`src/design/fpfa_pkg.sv`:
```
// Shared codes and types for the fixed partition fit allocator.
// No dependencies; imported by the search cell and the top level.
`timescale 1ns / 1ps
`default_nettype none

package fpfa_pkg;

    localparam int CFG_WIDTH      = 5;
    localparam int POLICY_WIDTH   = 2;
    localparam int COUNT_WIDTH    = 5;
    localparam int IN_INDEX_WIDTH = 4;
    localparam int IN_SIZE_WIDTH  = 16;
    localparam int OUT_IDX_WIDTH  = 4;

    // configuration register indexes
    localparam logic CFG_POLICY = 1'b0;
    localparam logic CFG_COUNT  = 1'b1;

    // placement policies; the unused code behaves as first fit
    localparam logic [POLICY_WIDTH-1:0] POLICY_FIRST = 2'd0;
    localparam logic [POLICY_WIDTH-1:0] POLICY_BEST  = 2'd1;
    localparam logic [POLICY_WIDTH-1:0] POLICY_WORST = 2'd2;

    // input item kinds
    localparam logic MODE_LOAD    = 1'b0;
    localparam logic MODE_REQUEST = 1'b1;

    localparam logic [COUNT_WIDTH-1:0] COUNT_RESET = 5'd16;

    // broadcast from the top level to every cell of the chain
    typedef struct packed {
        logic [POLICY_WIDTH-1:0] policy;
        logic [COUNT_WIDTH-1:0]  count;
        logic                    clear_used;
    } cell_ctrl_t;

endpackage

`default_nettype wire

```
`src/design/fixed_partition_fit_allocator.sv`:
```
// Top level of the fixed partition fit allocator: configuration registers,
// stream handshakes and the chain of fpfa_cell partitions. Uses fpfa_pkg.
`timescale 1ns / 1ps
`default_nettype none

// A load transaction writes one partition size and gives no result, so
// loads can follow back to back. A request transaction walks a candidate
// down a chain of NUM_BLOCKS cells, one cell per cycle. Its result passes
// from the last cell register through a pending register into the output
// register. The input takes the next transaction once the result has left
// the pending register for the output register. One request is in the
// chain at a time, and the next
// transaction is taken while the previous result still waits on the output
// side. If a second result leaves the chain while the output register is
// still full, it is held and the input stalls until the output drains. Ties
// go to the lowest index; a request with tlast set frees every partition
// after it is served.
module fixed_partition_fit_allocator
    import fpfa_pkg::*;
#(
    parameter int NUM_BLOCKS = 16,
    parameter int SIZE_BITS  = 16
) (
    input  wire logic                 clk,
    input  wire logic                 rst_n,
    input  wire logic                 cfg_we,
    input  wire logic                 cfg_index,
    input  wire logic [CFG_WIDTH-1:0] cfg_wdata,
    input  wire logic                 s_axis_tvalid,
    output logic                      s_axis_tready,
    input  wire logic [23:0]          s_axis_tdata,  // block_index[3:0], item_size[19:4]
    input  wire logic                 s_axis_tuser,  // mode
    input  wire logic                 s_axis_tlast,  // last_request
    output logic                      m_axis_tvalid,
    input  wire logic                 m_axis_tready,
    output logic [7:0]                m_axis_tdata   // granted[0], granted_index[4:1]
);

    localparam int IDX_BITS = (NUM_BLOCKS > 1) ? $clog2(NUM_BLOCKS) : 1;

    logic [POLICY_WIDTH-1:0]   policy_reg;
    logic [COUNT_WIDTH-1:0]    count_reg;
    logic                      busy_reg;
    logic                      last_reg;
    logic                      pend_valid_reg;
    logic                      pend_found_reg;
    logic [IDX_BITS-1:0]       pend_pick_reg;
    logic                      out_valid_reg;
    logic                      out_granted_reg;
    logic [OUT_IDX_WIDTH-1:0]  out_index_reg;

    logic                      accept;
    logic                      req_go;
    logic                      load_go;
    logic                      exit_valid;
    logic                      out_load;
    logic [IN_INDEX_WIDTH-1:0] in_index;
    logic [SIZE_BITS-1:0]      in_size;
    cell_ctrl_t                ctrl;

    logic                      chain_valid     [NUM_BLOCKS];
    logic                      chain_found     [NUM_BLOCKS];
    logic [IDX_BITS-1:0]       chain_pick      [NUM_BLOCKS];
    logic [SIZE_BITS-1:0]      chain_pick_size [NUM_BLOCKS];
    logic [SIZE_BITS-1:0]      chain_req_size  [NUM_BLOCKS];

    assign in_index = s_axis_tdata[3:0];
    assign in_size  = SIZE_BITS'(s_axis_tdata[19:4]);

    assign s_axis_tready = !busy_reg && !pend_valid_reg;
    assign accept        = s_axis_tvalid && s_axis_tready;
    assign req_go        = accept && (s_axis_tuser == MODE_REQUEST);
    assign load_go       = accept && (s_axis_tuser == MODE_LOAD);
    assign exit_valid    = chain_valid[NUM_BLOCKS-1];
    assign out_load      = pend_valid_reg && (!out_valid_reg || m_axis_tready);

    assign ctrl.policy     = policy_reg;
    assign ctrl.count      = count_reg;
    assign ctrl.clear_used = exit_valid && last_reg;

    always_ff @(posedge clk or negedge rst_n)
    begin
        if (!rst_n)
        begin
            policy_reg <= POLICY_FIRST;
            count_reg  <= COUNT_RESET;
        end
        else if (cfg_we)
        begin
            unique case (cfg_index)
                CFG_POLICY: policy_reg <= cfg_wdata[POLICY_WIDTH-1:0];
                CFG_COUNT:  count_reg  <= cfg_wdata[COUNT_WIDTH-1:0];
                default:    policy_reg <= policy_reg;
            endcase
        end
    end

    // hold the request until its candidate leaves the chain
    always_ff @(posedge clk or negedge rst_n)
    begin
        if (!rst_n)
        begin
            busy_reg       <= 1'b0;
            pend_valid_reg <= 1'b0;
            out_valid_reg  <= 1'b0;
        end
        else
        begin
            if (req_go)
                busy_reg <= 1'b1;
            else if (exit_valid)
                busy_reg <= 1'b0;

            if (exit_valid)
                pend_valid_reg <= 1'b1;
            else if (out_load)
                pend_valid_reg <= 1'b0;

            if (out_load)
                out_valid_reg <= 1'b1;
            else if (m_axis_tready)
                out_valid_reg <= 1'b0;
        end
    end

    always_ff @(posedge clk)
    begin
        if (req_go)
        begin
            last_reg <= s_axis_tlast;
        end
        if (exit_valid)
        begin
            pend_found_reg <= chain_found[NUM_BLOCKS-1];
            pend_pick_reg  <= chain_pick[NUM_BLOCKS-1];
        end
        if (out_load)
        begin
            out_granted_reg <= pend_found_reg;
            out_index_reg   <= pend_found_reg ? OUT_IDX_WIDTH'(pend_pick_reg) : '0;
        end
    end

    for (genvar i = 0; i < NUM_BLOCKS; i++)
    begin : g_cell
        logic                 load_hit;
        logic                 mark_hit;
        logic                 in_valid;
        logic                 in_found;
        logic [IDX_BITS-1:0]  in_pick;
        logic [SIZE_BITS-1:0] in_pick_size;
        logic [SIZE_BITS-1:0] in_req_size;

        assign load_hit = load_go && (32'(in_index) == i);
        assign mark_hit = exit_valid && chain_found[NUM_BLOCKS-1]
                          && (chain_pick[NUM_BLOCKS-1] == IDX_BITS'(i));

        if (i == 0)
        begin : g_head
            assign in_valid     = req_go;
            assign in_found     = 1'b0;
            assign in_pick      = '0;
            assign in_pick_size = '0;
            assign in_req_size  = in_size;
        end
        else
        begin : g_link
            assign in_valid     = chain_valid[i-1];
            assign in_found     = chain_found[i-1];
            assign in_pick      = chain_pick[i-1];
            assign in_pick_size = chain_pick_size[i-1];
            assign in_req_size  = chain_req_size[i-1];
        end

        fpfa_cell #(
            .CELL_INDEX (i),
            .SIZE_BITS  (SIZE_BITS),
            .IDX_BITS   (IDX_BITS)
        ) u_cell (
            .clk           (clk),
            .rst_n         (rst_n),
            .ctrl          (ctrl),
            .load_hit      (load_hit),
            .load_size     (in_size),
            .mark_hit      (mark_hit),
            .in_valid      (in_valid),
            .in_found      (in_found),
            .in_pick       (in_pick),
            .in_pick_size  (in_pick_size),
            .in_req_size   (in_req_size),
            .out_valid     (chain_valid[i]),
            .out_found     (chain_found[i]),
            .out_pick      (chain_pick[i]),
            .out_pick_size (chain_pick_size[i]),
            .out_req_size  (chain_req_size[i])
        );
    end

    assign m_axis_tvalid = out_valid_reg;
    assign m_axis_tdata  = {3'b000, out_index_reg, out_granted_reg};

endmodule

`default_nettype wire

```
`src/design/fpfa_cell.sv`:
```
// One partition of the allocator: holds its size and used flag and refines
// the search candidate that passes through it. Depends on fpfa_pkg.
`timescale 1ns / 1ps
`default_nettype none

module fpfa_cell
    import fpfa_pkg::*;
#(
    parameter int CELL_INDEX = 0,
    parameter int SIZE_BITS  = 16,
    parameter int IDX_BITS   = 4
) (
    input  wire logic                 clk,
    input  wire logic                 rst_n,
    input  wire cell_ctrl_t           ctrl,
    input  wire logic                 load_hit,
    input  wire logic [SIZE_BITS-1:0] load_size,
    input  wire logic                 mark_hit,
    input  wire logic                 in_valid,
    input  wire logic                 in_found,
    input  wire logic [IDX_BITS-1:0]  in_pick,
    input  wire logic [SIZE_BITS-1:0] in_pick_size,
    input  wire logic [SIZE_BITS-1:0] in_req_size,
    output logic                      out_valid,
    output logic                      out_found,
    output logic [IDX_BITS-1:0]       out_pick,
    output logic [SIZE_BITS-1:0]      out_pick_size,
    output logic [SIZE_BITS-1:0]      out_req_size
);

    logic [SIZE_BITS-1:0] size_reg;
    logic                 used_reg;
    logic                 used_next;
    logic                 valid_reg;
    logic                 found_reg;
    logic                 found_next;
    logic [IDX_BITS-1:0]  pick_reg;
    logic [IDX_BITS-1:0]  pick_next;
    logic [SIZE_BITS-1:0] pick_size_reg;
    logic [SIZE_BITS-1:0] pick_size_next;
    logic [SIZE_BITS-1:0] req_size_reg;
    logic                 in_range;
    logic                 fits;
    logic                 take;

    assign in_range = 32'(ctrl.count) > CELL_INDEX;
    assign fits     = in_range && !used_reg && (size_reg >= in_req_size);

    always_comb
    begin
        take = 1'b0;
        if (fits)
        begin
            priority if (!in_found)
                take = 1'b1;
            else if (ctrl.policy == POLICY_BEST)
                take = size_reg < in_pick_size;
            else if (ctrl.policy == POLICY_WORST)
                take = size_reg > in_pick_size;
            else
                take = 1'b0;
        end
        found_next     = in_found || take;
        pick_next      = take ? IDX_BITS'(CELL_INDEX) : in_pick;
        pick_size_next = take ? size_reg : in_pick_size;
    end

    always_comb
    begin
        used_next = used_reg;
        priority if (ctrl.clear_used)
            used_next = 1'b0;
        else if (load_hit)
            used_next = 1'b0;
        else if (mark_hit)
            used_next = 1'b1;
        else
            used_next = used_reg;
    end

    always_ff @(posedge clk or negedge rst_n)
    begin
        if (!rst_n)
        begin
            used_reg  <= 1'b0;
            valid_reg <= 1'b0;
        end
        else
        begin
            used_reg  <= used_next;
            valid_reg <= in_valid;
        end
    end

    always_ff @(posedge clk)
    begin
        if (load_hit)
        begin
            size_reg <= load_size;
        end
        if (in_valid)
        begin
            found_reg     <= found_next;
            pick_reg      <= pick_next;
            pick_size_reg <= pick_size_next;
            req_size_reg  <= in_req_size;
        end
    end

    assign out_valid     = valid_reg;
    assign out_found     = found_reg;
    assign out_pick      = pick_reg;
    assign out_pick_size = pick_size_reg;
    assign out_req_size  = req_size_reg;

endmodule

`default_nettype wire
```
`config.mk`:
```
export PLATFORM = sky130hd
export DESIGN_NAME = fixed_partition_fit_allocator
export DESIGN_NICKNAME = d
export VERILOG_FILES = /design/src/design/fpfa_pkg.sv /design/src/design/fixed_partition_fit_allocator.sv /design/src/design/fpfa_cell.sv
export SDC_FILE = /design/constraint.sdc
export NUM_CORES = 1
export LEC_CHECK = 0
export BUFFER_PORTS_ARGS = -buffer_cell sky130_fd_sc_hd__buf_2
export CAP_MARGIN = 40
export CORE_UTILIZATION = 45
export CTS_CLUSTER_DIAMETER = 50
export CTS_CLUSTER_SIZE = 40
export DETAILED_ROUTE_END_ITERATION = 16
export GPL_TIMING_DRIVEN = 0
export SYNTH_ARGS = -nofsm -noshare
export SYNTH_HDL_FRONTEND = slang
export SYNTH_SLANG_ARGS = --single-unit
```
`constraint.sdc`:
```
create_clock -name clk -period 6.66 [get_ports clk]
set_input_delay 0.666 -clock clk [delete_from_list [all_inputs] [get_ports clk]]
set_output_delay 0.666 -clock clk [all_outputs]
set_load 0.01 [all_outputs]
```
Word-level counts from Yosys, hierarchy flattened

Index checks and enable logic that the tools add are counted.

Output and inout port bits: 10
Input bits: 37
Register bits after elaboration: 854

Muxes and demuxes: 129
Reduce and logical (&&, ||, !) cells: 129
Bitwise logic cells: 2
Equal/unequal tests: 32
Magnitude comparators: 62

Operators with widths:

| kind                                                                  | count |
|---|---|
| 16-bit greater-or-equal comparator                                    | 16 |
| 16-bit > comparator                                                   | 15 |
| 16-bit less-than comparator                                           | 15 |
| 16-bit 2-to-1 mux                                                     | 14 |
| 1-bit 2-to-1 mux                                                      | 115 |
| 1-bit logical AND                                                     | 71 |
| 4-bit == test (second input constant)                                 | 16 |
| 3-bit nonzero test                                                    | 16 |
| 5-bit by 4-bit > comparator with 1-bit output (second input constant) | 8 |
| 4-bit by 3-bit == test with 1-bit output (second input constant)      | 8 |
| 5-bit by 3-bit > comparator with 1-bit output (second input constant) | 4 |
| 1-bit logical NOT                                                     | 19 |
| 4-bit by 2-bit == test with 1-bit output (second input constant)      | 4 |
| 1-bit logical OR                                                      | 16 |
| 5-bit by 1-bit > comparator with 1-bit output (second input constant) | 2 |
| 5-bit by 2-bit > comparator with 1-bit output (second input constant) | 2 |
| 4-bit by 1-bit == test with 1-bit output (second input constant)      | 2 |
| 4-bit logical NOT                                                     | 2 |
| 2-bit nonzero test                                                    | 3 |
| 2-bit AND reduction                                                   | 2 |
| 2-bit by 1-bit == test with 1-bit output (second input constant)      | 1 |
| 2-bit == test (second input constant)                                 | 1 |
| 1-bit NOT                                                             | 2 |

Depth between registers and ports, before layout

Word-level depth: 7
Gate-level depth with buffers: 10
Depth with buffers taken out: 9

Hierarchy

A second synthesis with hierarchy kept.

Cells, all modules: 3,839
Area, all modules: 49,421.1 um2

Modules (own cells, without submodules):

| module                             | instances | area each (um2) | cells an instance |
|---|---|---|---|
| fpfa_cell at g_cell[14].u_cell ... | 2         | 2,821.5         | 198 |
| fpfa_cell at g_cell[15].u_cell     | 1         | 3,443.3         | 290 |
| fpfa_cell at g_cell[3].u_cell      | 1         | 3,405.8         | 292 |
| fpfa_cell at g_cell[7].u_cell      | 1         | 3,404.5         | 292 |
| fpfa_cell at g_cell[0].u_cell      | 1         | 3,378.2         | 296 |
| fpfa_cell at g_cell[2].u_cell      | 1         | 3,372.0         | 295 |
| fpfa_cell at g_cell[1].u_cell      | 1         | 3,369.5         | 295 |
| fpfa_cell at g_cell[4].u_cell      | 1         | 2,822.7         | 199 |
| fpfa_cell at g_cell[5].u_cell      | 1         | 2,820.2         | 198 |
| fpfa_cell at g_cell[13].u_cell     | 1         | 2,819.0         | 198 |
| fpfa_cell at g_cell[11].u_cell     | 1         | 2,817.7         | 198 |
| fpfa_cell at g_cell[10].u_cell     | 1         | 2,812.7         | 197 |
| fpfa_cell at g_cell[8].u_cell      | 1         | 2,811.4         | 197 |
| fpfa_cell at g_cell[12].u_cell     | 1         | 2,725.1         | 199 |
| 2 more rows                        | -         | -               | - |

Worst setup path after synthesis

OpenSTA, ideal clock, no wires.

Path type: flip-flop to flip-flop
From: register g_cell[6].u_cell.size_reg[14]
To: register g_cell[6].u_cell.pick_size_reg[10], data pin
Cell stages (with the launch flop): 10
Slack: 3.830 ns
Arrival time: 2.570 ns
Data required time: 6.400 ns
Setup time: 0.260 ns
Path buffers: 1
Period minus slack after synthesis: 2.830 ns
Cells stage by stage: edfxtp_1 -> ha_1 -> a21oi_2 -> nand2_1 -> a221o_1 -> nor3_2 -> nor3b_2 -> a311oi_4 -> buf_8 -> mux2_4

Longest elaborated chain between the ends: 6

Ends and longest elaborated chain:

| what                                          | RTL line         | RTL |
|---|---|---|
| start, declared                               | fpfa_cell.sv:31  | `logic [SIZE_BITS-1:0] size_reg;` |
| start signal, assigned                        | fpfa_cell.sv:99  | `size_reg <= load_size;` |
| 16-bit > comparator                           | fpfa_cell.sv:59  | `take = size_reg > in_pick_size;` |
| 1-bit 2-to-1 mux                              | fpfa_cell.sv:58  | `else if (ctrl.policy == POLICY_WORST)` |
| 1-bit 2-to-1 mux                              | fpfa_cell.sv:56  | `else if (ctrl.policy == POLICY_BEST)` |
| 1-bit 2-to-1 mux                              | fpfa_cell.sv:54  | `priority if (!in_found)` |
| 1-bit 2-to-1 mux (*)                          | fpfa_cell.sv:52  | `if (fits)` |
| 16-bit 2-to-1 mux (*)                         | fpfa_cell.sv:65  | `pick_size_next = take ? size_reg : in_pick_size;` |
| named net g_cell[6].u_cell.pick_size_next[10] | fpfa_cell.sv:40  | `logic [SIZE_BITS-1:0] pick_size_next;` |
| end signal, assigned                          | fpfa_cell.sv:105 | `pick_size_reg <= pick_size_next;` |
| end, declared                                 | fpfa_cell.sv:39  | `logic [SIZE_BITS-1:0] pick_size_reg;` |

The timed path passes the listed nets; every way through them passes the cells marked *.
A chain may end at the register's enable or synchronous reset.

Worst setup path in the final report

From: register g_cell[2].u_cell.req_size_reg[13]
To: register g_cell[3].u_cell.pick_size_reg[11], data pin

Longest elaborated chain between the ends: 4

Ends and longest elaborated chain:

| what                                          | RTL line         | RTL |
|---|---|---|
| start, declared                               | fpfa_cell.sv:41  | `logic [SIZE_BITS-1:0] req_size_reg;` |
| start signal, assigned                        | fpfa_cell.sv:106 | `req_size_reg <= in_req_size;` |
| 16-bit greater-or-equal comparator            | fpfa_cell.sv:47  | `assign fits = in_range && !used_reg && (size_reg >= in_req_size);` |
| 1-bit logical AND                             | fpfa_cell.sv:47  |  |
| 1-bit 2-to-1 mux                              | fpfa_cell.sv:52  |  |
| 16-bit 2-to-1 mux                             | fpfa_cell.sv:65  |  |
| named net g_cell[3].u_cell.pick_size_next[11] | fpfa_cell.sv:40  |  |
| end signal, assigned                          | fpfa_cell.sv:105 |  |
| end, declared                                 | fpfa_cell.sv:39  |  |

The timed path passes the listed nets, and every way through them passes these cells.

==> results.md <==
* Synth top area cells: edfxtp_1 (58%), ha_1 (15%), mux2_2 (5.6%)
* Final #Nets at about 3,800
* DR DRC count at 0
* Final setup vio count at 0
* GP Congestion at around 0.9
* CP max stage cell: nor4b_1
* Layout Skew at 42.60 ps
* Post-Synthesis Cell Area at around 42,000 um2
* CTS buffer count at 91
* DR WL/cell at around 23 um
* GRT Total Usage at about 22%
* CP Buf/Inv Count at 2
* Status: completed
* Dpl cells at 4,373
* Hold crit path type: input port to flip-flop
* CP endpoint kind: flip-flop
* TritonCTS clock tree: built
* Crit path launch type: flip-flop
* FMAX at between 200 and 300 MHz
* RSZ-0062 raised after global routing: false
* Setup TNS at 0 ps
* Worst EP arrival at 4110 ps
* Flops & latches, synth at 854
* Initial core utilization at between 40% and 50%
* Antenna violations before repair at 8
* Boundary pin count at 47
* Vias in the first global route at between 20,000 and 25,000
* Finished Core Util at between 50% and 60%
* DRT iter0 DRCs at 2,069
* Worst-Margin Slew at about 900 ps
* Grt total ovfl at 0
* Hold slack at about 210 ps
* IO buf count at 39
* DRT Pass-1 Iters at 6
* Unique masters post-synth at 63
* Final Hold Vio Count at 0
* WP data required at ~7100 ps
* H-tree levels at 3
* DIE AREA at around 94,000 um2
* Clock insertion delay at the later pin of the skew report at roughly 670 ps
* Crit path max fanout at 10
* Critical path's top delay family: simple AND/OR/NAND/NOR gates
* Final wirelength at 102,500 um
* Slew margin rel. at 38.93%
* Reg clk slew, reported paths at ~60 ps
* P&R area growth vs syn at 13.16%
* Worst vdd ir at 227.0 uV
* Tmin final at approximately 3700 ps
* P per Cell Area at roughly 290 nW/um2
* First-pass GRT wire length at approximately 150,000 um
* Largest net degree at the start of global routing at 39
* Vias per cell at 5.387
* Core area at approximately 92,000 um2
* Synth top area share at between 50% and 60%
* Max Cap Viol at 0
* Tcrit/Tclk final at between 50% and 60%
* Yosys warning count at 0
* Leakage power at ~19 nW
* Synth Instances at approximately 3,100
* DP HPWL at between 70,000 and 80,000 um
* Syn avg cell area at around 14 um2
* Max incr delay on CP at roughly 570 ps
* Post-synth EDFFs at roughly 810
* Critical setup path kind: flip-flop to flip-flop
* CP cell instances: inv_1 -> ha_1 -> nand3_1 -> nor3_1 -> nor4b_1 -> a41oi_1 -> a2111o_1 -> nor2_4 -> buf_4 -> mux2_2
* Max Buffers Root-to-Sink at 3
* Via Count at 24,490
* Post-synthesis sequential area ratio at between 60% and 70%
* Chip Height at slightly above 300 um
* Layout cell share with drive strength beyond 1 at approximately 17%
* Slew Viols, Final at 0
* Chip width at between 300 and 400 um
* Clk root buf: clkbuf_16
* Cell taking the most area after synthesis: edfxtp_1
* Finished Layout Cells at 4,546
* Clock Sink Count at 854
* Largest register FFs at between 200 and 300
* Async S/R FF share, synth at slightly below 5%
* Std-Cell Rows at roughly 110
* Top FF cell, synth: edfxtp_1
* Number of routed nets with antenna violations at 0
==> cell type report <==
cell class | count | area [um2]
tap | 1243 | 1555
inverter | 491 | 1843
buffer | 35 | 205.2
timing repair buffer | 72 | 760.7
clock inverter | 64 | 661.9
multi-input combinational | 1679 | 14490
clock buffer | 107 | 2474
antenna | 1 | 2.502
fill | 7743 | 44510
sequential | 854 | 25440
==> kinds of logic after synthesis <==
| logic type | synth area share [%] |
|---|---|
| buf+inv | 4.887 |
| other cells | 0.008947 |
| mux | 6.582 |
| flops | 60.68 |
| compound gates | 6.463 |
| fa+ha+maj | 14.81 |
| simple gates | 6.570 |
==> cells in the final DEF (no fill, tap or decap), drive strengths merged, types with 20 or more instances in the layout <==
cell     count
o21ai       77
nand2      100
clkbuf     116
o211ai      20
a21oi      172
a21o        33
nor3        52
nand4       69
a2111oi     23
or2         24
clkinv      26
buf         97
nor2        76
edfxtp     812
nand3       55
ha         496
nand2b      40
inv        518
dfrtp       41
nor2b       55
a211oi      23
mux2       230
==> worst reg2reg max path, delay by kind of cell, from the launching register on <==
| family | cells | cell delay (ps) |
|---|---|---|
| simple gates | 4 | 1380 |
| compound gates | 2 | 660 |
| flops | 1 | 420 |
| mux | 1 | 370 |
| buf+inv | 2 | 320 |
| fa+ha+maj | 1 | 320 |
==> power breakdown <==
part / leakage, nW / internal [mW] / switching (mW)
sequential: 7.93 / 6.46 / 0.352
clock: 1.52 / 2.86 / 2.36
combinational: 9.79 / 0.684 / 0.937
total: 19.2 / 10.0 / 3.65
==> path summary, 6_finish.rpt <==
kind | slack [ps] | from | depth (start not counted) | endpoint
setup / recovery | 2950 | g_cell[2].u_cell.out_req_size[13]$_DFFE_PP_ | 10 | g_cell[3].u_cell.out_pick_size[11]$_DFFE_PP_
min in group asynchronous | 540 | rst_n | 2 | g_cell[5].u_cell.out_valid$_DFF_PN0_
hold / removal | 210 | s_axis_tlast | 1 | last_reg$_DFFE_PP_
setup reg to reg | 2950 | g_cell[2].u_cell.out_req_size[13]$_DFFE_PP_ | 10 | g_cell[3].u_cell.out_pick_size[11]$_DFFE_PP_
max in group asynchronous | 5520 | rst_n | 3 | g_cell[13].u_cell.out_valid$_DFF_PN0_
hold reg to reg | 430 | g_cell[8].u_cell.out_valid$_DFF_PN0_ | 0 | g_cell[9].u_cell.out_valid$_DFF_PN0_
==> synthesized netlist by cell type, types with 20 or more instances <==
| master | number |
|---|---|
| edfxtp_1 | 812 |
| nand2b_1 | 40 |
| mux2_4 | 21 |
| nor3_1 | 49 |
| nand3_1 | 55 |
| a21oi_1 | 170 |
| inv_1 | 491 |
| nor2b_1 | 55 |
| mux2_2 | 209 |
| or2_2 | 24 |
| nand2_1 | 100 |
| ha_1 | 496 |
| a211oi_1 | 23 |
| nand4_1 | 69 |
| dfrtp_1 | 41 |
| o211ai_1 | 20 |
| o21ai_0 | 77 |
| a2111oi_0 | 23 |
| nor2_1 | 72 |
| a21o_1 | 33 |
==> what timing repair did <==
action                                  CTS  global route
hold buffers                              1             0
endpoints found under the setup margin    0             0
hold endpoints to repair                 10             0
gates resized for setup                   0             0
buffers inserted                          0             0
==> routing by layer <==
layer	vias up	share of wire (%)	global-route usage, %
met5	-	0.058	0
met4	10	2.7	6.144
met3	180	5.6	3.943
met2	632	49	37.03
met1	11990	43	29.14
li1	11680	-	-
==> metrics by stage <==
stage | cell area, um2 | worst slack, ps | total power [mW]
after global routing | 47430 | 2723 | 14.18
after detailed placement | 44280 | 2543 | 8.552
after CTS | 47430 | 2878 | 13.78
after floorplan | 41920 | 3830 | 7.809
final | 47430 | 2945 | 13.65
after global placement | 43670 | 2644 | 8.439
Power figures use the tool's default switching activity.
